`src/rtl/oth_pkg.sv`:
```
`timescale 1ns / 1ps
`default_nettype none

package oth_pkg;

  localparam int DEPTH_DEFAULT = 256;

  localparam logic [1:0] STATUS_OK        = 2'd0;
  localparam logic [1:0] STATUS_INVALID   = 2'd1;
  localparam logic [1:0] STATUS_NOT_FOUND = 2'd2;
  localparam logic [1:0] STATUS_BEYOND    = 2'd3;

  localparam logic KIND_RECORD = 1'b0;
  localparam logic KIND_LOOKUP = 1'b1;

  typedef struct packed {
    logic capture;
    logic record;
    logic issue;
    logic hit;
    logic miss;
  } oth_cmd_t;

  typedef struct packed {
    logic issue_done;
    logic eval_hit;
    logic pipe_valid;
  } oth_stat_t;

endpackage

`default_nettype wire

```
`src/rtl/oth_ctrl.sv`:
```
`timescale 1ns / 1ps
`default_nettype none

module oth_ctrl (
  input  wire              clk,
  input  wire              rst,
  input  wire              start,
  input  wire              kind,
  input  oth_pkg::oth_stat_t st,
  output oth_pkg::oth_cmd_t  cmd,
  output logic             busy
);
  import oth_pkg::*;

  typedef enum logic [2:0] {
    S_IDLE   = 3'b001,
    S_RECORD = 3'b010,
    S_SEARCH = 3'b100
  } state_t;

  state_t state;
  state_t state_next;

  always_ff @(posedge clk) begin
    if (rst) begin
      state <= S_IDLE;
    end else begin
      state <= state_next;
    end
  end

  always_comb begin
    state_next = state;
    cmd = '0;
    case (state)
      S_IDLE: begin
        if (start) begin
          cmd.capture = 1'b1;
          state_next = (kind == KIND_LOOKUP) ? S_SEARCH : S_RECORD;
        end
      end
      S_RECORD: begin
        cmd.record = 1'b1;
        state_next = S_IDLE;
      end
      S_SEARCH: begin
        if (st.eval_hit) begin
          cmd.hit = 1'b1;
          state_next = S_IDLE;
        end else if (st.issue_done && !st.pipe_valid) begin
          cmd.miss = 1'b1;
          state_next = S_IDLE;
        end else begin
          cmd.issue = !st.issue_done;
        end
      end
      default: begin
        state_next = S_IDLE;
      end
    endcase
  end

  assign busy = (state != S_IDLE);

endmodule

`default_nettype wire

```
`config.mk`:
```
export PLATFORM = sky130hd
export DESIGN_NAME = oth_ctrl
export DESIGN_NICKNAME = d
export VERILOG_FILES = /design/src/rtl/oth_pkg.sv /design/src/rtl/oth_ctrl.sv
export SDC_FILE = /design/constraint.sdc
export NUM_CORES = 1
export LEC_CHECK = 0
export BUFFER_PORTS_ARGS = -buffer_cell sky130_fd_sc_hd__buf_2
export CAP_MARGIN = 15
export CORE_AREA = 2 2 39 41
export DETAILED_ROUTE_END_ITERATION = 10
export DIE_AREA = 0 0 41 43
export HOLD_SLACK_MARGIN = 0.06
export PLACE_DENSITY_LB_ADDON = 0.08
export SLEW_MARGIN = 20
export SYNTH_ARGS = -nofsm -noshare
export SYNTH_HDL_FRONTEND = slang
export SYNTH_SLANG_ARGS = --single-unit
```
`constraint.sdc`:
```
create_clock -name clk -period 1.7 [get_ports clk]
set_input_delay 0.17 -clock clk [delete_from_list [all_inputs] [get_ports clk]]
set_output_delay 0.17 -clock clk [all_outputs]
set_load 0.05 [all_outputs]
```
Yosys cells after proc, flatten, opt, wreduce, memory -nomap -nowiden. Index checks and enable logic that the tools add are counted.

Reduce and logical (&&, ||, !) cells: 4. Multiplexer cells: 14. Eq/ne operators: 6.

Operators by type and width (count): $mux W3 (5); $mux W1 (8); $pmux W3 S2 (1); $eq A3 B1 Y1 const B (1); $eq A3 B2 Y1 const B (1); $eq A3 B3 Y1 const B (1); $ne A3 B1 Y1 const B (1); $ne A3 B3 Y1 const B (1); $logic_not A1 Y1 (2); $ne A2 B2 Y1 const B (1); $reduce_and A2 Y1 (1); $logic_and A1 B1 Y1 (1).

Logic and storage cells: 25. Flip-flop bits (word level): 3. Bits of input ports: 7.

Depth between registers and ports, before layout. Gate-level depths: netlist of run 1.

Depth in word-level cells: 5. Depth in mapped cells: 3. Depth with buffers taken out: 3.

Worst setup path after synthesis of run 1. No wires, ideal clock.

Kind: flip-flop to output port. Start point: register state[1]. End point: output port cmd[2] (netlist bit). Setup slack: 13 ps. Data required time: 1530 ps. Path buffers: 0. Arrival: 1517 ps. Cell stages (with the launch flop): 3. Cells stage by stage: dfxtp_1 or4b_4 nor2_1.

RTL lines: start, declared (line oth_ctrl.sv:21) `state_t state;`; start signal, assigned (line oth_ctrl.sv:28) `state <= state_next;`; end, declared (line oth_ctrl.sv:10) `output oth_pkg::oth_cmd_t cmd,`.

==> metrics.yaml, run 1 <==
hold-path-endpoint: "state[1]$_SDFFE_PP0P_"
die_area_um2: 1760
powerDensity_nw_per_um2: 861
setup_viol: 0
top_layer: "met3"
synth_compound_area_frac: 0.0458
die_w_um: 41
synthXorXnorAreaFrac: 0
maxCapViolCount: 0
wirelength_met1_um: 163
power.total_mw: 0.249
initial_core_util: 0.118
synth_warnings: 0
top_register: "state"
synthTopCellsByArea: "dfxtp_1, nor2b_1, or4b_4"
syn_nets: 24
worstReg2RegStart: "state[0]$_SDFFE_PP1P_"
min_from: "kind"
maxSlewViolCount: 0
fin_hold_ws_ns: 0.114
final_core_util: 0.209
reg2reg_depth: 4
hp-class: "in2reg"
nFillCells: 160
wire_per_inst_um: 8.62
relSlewSlack: 0.835
die_h_um: 43
drive_gt1_frac: 0.647
dp_hpwl_um: 368
syn_inst: 17
cts_tree: "done"
arrival_ns: 1.47
worst_slack_ns: 0.0607
ant_nets: 0
power_leakage_nw: 0.141
top_level_ports: 13
io_buffers: 12
crit_path_cell_trace: "or4b_4, and2b_2, buf_8"
placed_cell_area_um2: 244
skew_ns: 0.00396
gr-total-overflow: 0
synth_cell_type_count: 12
worst-setup-path-type: "reg2out"
tns_ns: 0
path_delay_family: "simple AND/OR/NAND/NOR gates"
vdd_drop_max_uv: 242
slowest_delay_ns: 0.53
worst-slew-pin-transition_ns: 0.249
wl_met3_um: 26
fmax_mhz: 610
finalHoldViolCount: 0
grt_pass1_wl_um: 648
drt-initial-drc-count: 0
drc: 0
placementRows: 14
wl_met2_um: 242
worstSkewPairLatency_ns: 0.23
end_kind: "output port"
ys_seq_area_frac: 0.366
critPathSlowestCell: "or4b_4"
cp-start-kind: "flip-flop"
min_path_cells: 2
largest_reg_flops: 3
gr-usage-all-layers: 0.0612
numCtsBuffers: 3
core_um2: 1380
area_growth_syn_to_layout_pct: 76.3
final_area_um2: 289
antenna_found_initial: 0
root_buffer: "clkbuf_4"
synthSimpleGateAreaFrac: 0.588
muxShareOfSynthArea: 0
r2r_setup_slack_ns: 0.31
cts_buffer_depth: 2
clock-sinks: 3
grt_max_degree: 6
gp_congestion: 0.546
synth_top_family_by_area: "simple AND/OR/NAND/NOR gates"
syn_avg_cell_area_um2: 9.64
htree_levels: 1
critical_path_required_ns: 1.53
crit_buf_inv: 1
diodes: 0
path_clk_slew_ns: 0.04
period_share: 0.964
grt_pass1_vias: 169
rsz0062_at_grt: "false"
synth_area_leader_cell: "dfxtp_1"
status: "complete, no violations"
fin_crit_ns: 1.64
crit_fanout: 5
drt_first_pass_iters: 1
viasPerCell: 3.68
seq_area_um2: 61.3
post-synth-top-area-fraction: 0.366
netlist_area_um2: 164
synth_seq_cells: 3
reg.largest.list: "state: 3 flops"
routed_wl_um: 431
fin_cells: 50
finalNetCount: 42
dp_worst_setup_slack_ns: 0.194
dp.cells: 45
worstReg2RegEnd: "state[0]$_SDFFE_PP1P_"
vias: 184
synth-adder-area-share: 0
multi_input_area_um2: 104
==> per-layer routing <==
layer	up-vias	global-route usage
met5	-	0
met4	0	0.0600
met3	0	0.0471
met2	5	0.0813
met1	85	0.0547
li1	94	-
==> layout make-up <==
| class | count | share of cell area |
|---|---|---|
| Tap cell | 16 | 0.0693 |
| Multi-Input combinational cell | 14 | 0.359 |
| Sequential cell | 3 | 0.212 |
| Timing Repair Buffer | 13 | 0.268 |
| Clock buffer | 4 | 0.0909 |
==> layout by cell type, fill, tap and decap left out <==
cell type	count
buf_2	11
nor2b_1	3
clkbuf_4	3
nor2_1	2
dfxtp_1	2
or3b_2	1
or4b_4	1
and2b_2	1
nand2_1	1
nor3_1	1
nor3b_1	1
and4bb_2	1
nor3_2	1
a21o_1	1
clkbuf_1	1
buf_8	1
buf_4	1
dfxtp_2	1
==> power by group <==
part           internal, mW  switching, mW
clock network        0.0877         0.0335
logic                0.0177         0.0309
registers            0.0750        0.00415
==> how the worst max path moves through the flow <==
stage	from	to	slack (ns)	cells after the start
after CTS	state[1]$_SDFFE_PP0P_	cmd[0]	0.003	3
final	state[0]$_SDFFE_PP1P_	cmd[0]	0.06	3
after global placement	state[1]$_SDFFE_PP0P_	cmd[0]	0.20	3
after global routing	state[0]$_SDFFE_PP1P_	cmd[0]	0.01	3
after floorplan	state[1]$_SDFFE_PP0P_	cmd[2]	0.01	2
after detailed placement	state[1]$_SDFFE_PP0P_	cmd[0]	0.19	3
==> kinds of logic after synthesis <==
group	Yosys count
compound gates	1
simple gates	13
flops	3
==> worst register-to-register path: cells and delay by family, from the launching register on <==
kind          cells  cell delay (ns)
buf+inv           1             0.15
simple gates      3             0.80
flops             1             0.33
==> what timing repair did <==
item / CTS / global route
hold buffers: 0 / 0
endpoints found under the setup margin: 1 / 2
buffers inserted: 0 / 1
resized for setup: 1 / 3
pin swaps: 0 / 1
==> cell usage after synthesis <==
master and count:
nor2b_1 3, nor3_2 1, nor3_1 1, dfxtp_1 3
nor2_1 2, and2b_2 1, nand2_1 1, and4bb_2 1
or3b_2 1, nor3b_1 1, a21o_1 1, or4b_4 1
Note: power is estimated with default switching activity, not from simulation.
==> run 2, diff against run 1 <==
--- a/config.mk
+++ b/config.mk
@@ -11,7 +11,7 @@
 export DETAILED_ROUTE_END_ITERATION = 10
 export DIE_AREA = 0 0 41 43
 export HOLD_SLACK_MARGIN = 0.06
-export PLACE_DENSITY_LB_ADDON = 0.08
+export PLACE_DENSITY_LB_ADDON = 0.12
 export SLEW_MARGIN = 20
 export SYNTH_ARGS = -nofsm -noshare
 export SYNTH_HDL_FRONTEND = slang
==> run 2 against run 1 <==
Critical path depth unchanged. Setup slack worse by 0.013 ns. Core utilization decreased by 0.63 points. Critical path type unchanged. Largest cell class unchanged. Highest routed layer is now met4.
==> metrics.yaml, run 2 (synthesized netlist as in run 1, its figures left out) <==
status: "complete, no violations"
crit_fanout: 5  # unchanged
drt_first_pass_iters: 1  # unchanged
maxCapViolCount: 0  # unchanged
tns_ns: 0  # unchanged
diodes: 0  # unchanged
dp_worst_setup_slack_ns: 0.187  # -0.00715 ns
worst_slack_ns: 0.0480  # -0.0127 ns
fin_hold_ws_ns: 0.110  # -0.00478 ns
end_kind: "output port"
arrival_ns: 1.48  # about the same
finalNetCount: 41  # -2.4%
crit_path_cell_trace: "or4b_4, and2b_2, buf_8"
finalHoldViolCount: 0  # unchanged
worstReg2RegEnd: "state[0]$_SDFFE_PP1P_"
gr-usage-all-layers: 0.0582  # -0.00307
worstReg2RegStart: "state[0]$_SDFFE_PP1P_"
hp-class: "in2reg"
io_buffers: 12  # unchanged
powerDensity_nw_per_um2: 901  # +4.6%
largest_reg_flops: 3  # unchanged
skew_ns: 0.000851  # -0.00311 ns
drive_gt1_frac: 0.606  # -0.0410
drc: 0  # unchanged
path_clk_slew_ns: 0.04  # about the same
grt_pass1_vias: 173  # +2.4%
final_core_util: 0.203  # -0.00633
multi_input_area_um2: 104  # unchanged
die_h_um: 43  # unchanged
placementRows: 14  # unchanged
viasPerCell: 3.57  # -3.0%
numCtsBuffers: 3  # unchanged
cp-start-kind: "flip-flop"
antenna_found_initial: 0  # unchanged
vdd_drop_max_uv: 281  # +16%
r2r_setup_slack_ns: 0.42  # +0.11 ns
worst-slew-pin-transition_ns: 0.248  # -0.000417 ns
fin_crit_ns: 1.65  # +0.0127 ns
vias: 175  # -4.9%
initial_core_util: 0.118  # unchanged
gr-total-overflow: 0  # unchanged
ctsHoldBuffers: 0  # unchanged
nFillCells: 156  # -2.5%
top_register: "state"
routed_wl_um: 424  # -1.6%
ant_nets: 0  # unchanged
reg2reg_depth: 3  # -1
gp_congestion: 0.575  # +5.4%
critPathSlowestCell: "or4b_4"
final_area_um2: 280  # -3.0%
grt_pass1_wl_um: 600  # -7.4%
wire_per_inst_um: 8.65  # +0.38%
die_area_um2: 1760  # unchanged
period_share: 0.972  # +0.00749
crit_buf_inv: 1  # unchanged
path_delay_family: "simple AND/OR/NAND/NOR gates"
clock-sinks: 3  # unchanged
drt-initial-drc-count: 0  # unchanged
core_um2: 1380  # unchanged
cts_tree: "done"
layout_common_cells: "buf_2, nor2b_1, clkbuf_4, dfxtp_1, nor2_1"
top_level_ports: 13  # unchanged
critical_path_required_ns: 1.53  # about the same
maxSlewViolCount: 0  # unchanged
startpoint: "state[0]$_SDFFE_PP1P_"
grt_max_degree: 6  # unchanged
cts_buffer_depth: 2  # unchanged
slowest_delay_ns: 0.53  # about the same
cp.depth: 3  # unchanged
worst-setup-path-type: "reg2out"
die_w_um: 41  # unchanged
power_leakage_nw: 0.137  # -3.2%
worstSetupEndpoint: "cmd[0]"
rsz0062_at_grt: "false"
final_common_cell: "buf_2"
relSlewSlack: 0.836  # about the same
area_growth_syn_to_layout_pct: 71.0
placed_cell_area_um2: 244  # unchanged
fmax_mhz: 605  # -0.77%
seq_area_um2: 60.1  # -2.0%
htree_levels: 1  # unchanged
root_buffer: "clkbuf_4"
setup_viol: 0  # unchanged
worstSkewPairLatency_ns: 0.23  # about the same
reg.largest.list: "state: 3 flops"
==> run 2: cell types whose count changed in the layout (fill, tap and decap cells not counted), sizes merged <==
cell / delta
buf: -1
==> run 2: worst register-to-register path, stage by stage, from the launching register on <==
cell	delay, ns
dfxtp_1	0.33
or4b_4	0.53
nor3_2	0.22
nor2_1	0.07
==> run 2: through the flow <==
| step | power (mW) | std cells |
|---|---|---|
| finish | 0.252 | 49 |
| global route | 0.266 | 49 |
| CTS | 0.262 | 49 |
| detailed placement | 0.128 | 45 |
| global placement | 0.128 | 45 |
| floorplan | 0.113 | 17 |
==> run 2: what timing repair did <==
action | 4_1_cts | 5_1_grt
pin swaps | 0 | 1
resized for setup | 2 | 1
setup buffers | 0 | 0
setup endpoints to repair | 1 | 2
==> run 2: cell type report <==
type                    instances  area share
clock buffers                   4      0.0937
flip-flops and latches          3       0.214
multi-input cells              14       0.371
repair buffers                 12       0.250
well taps                      16      0.0714
==> run 2: metal layers <==
layer,part of all wire,GRT usage,vias up,routed length [µm]
li1,-,-,92,-
met1,0.44,0.0609,72,185
met2,0.43,0.0656,9,183
met3,0.092,0.0157,2,39
met4,0.033,0.100,0,14
met5,0,0,-,0
==> run 2: report_power, final <==
| group | internal (mW) | switching [mW] |
|---|---|---|
| Sequential | 0.0747 | 0.00400 |
| Clock | 0.0880 | 0.0375 |
| Combinational | 0.0174 | 0.0308 |
==> run 2: worst min path at each step <==
stage,from,endpoint,slack (ns),cells past startpoint
floorplan,kind,state[1]$_SDFFE_PP0P_,0.24,1
global placement,kind,state[1]$_SDFFE_PP0P_,0.35,2
detailed placement,kind,state[1]$_SDFFE_PP0P_,0.35,2
CTS,kind,state[1]$_SDFFE_PP0P_,0.10,2
global route,kind,state[1]$_SDFFE_PP0P_,0.11,2
finish,kind,state[1]$_SDFFE_PP0P_,0.11,2
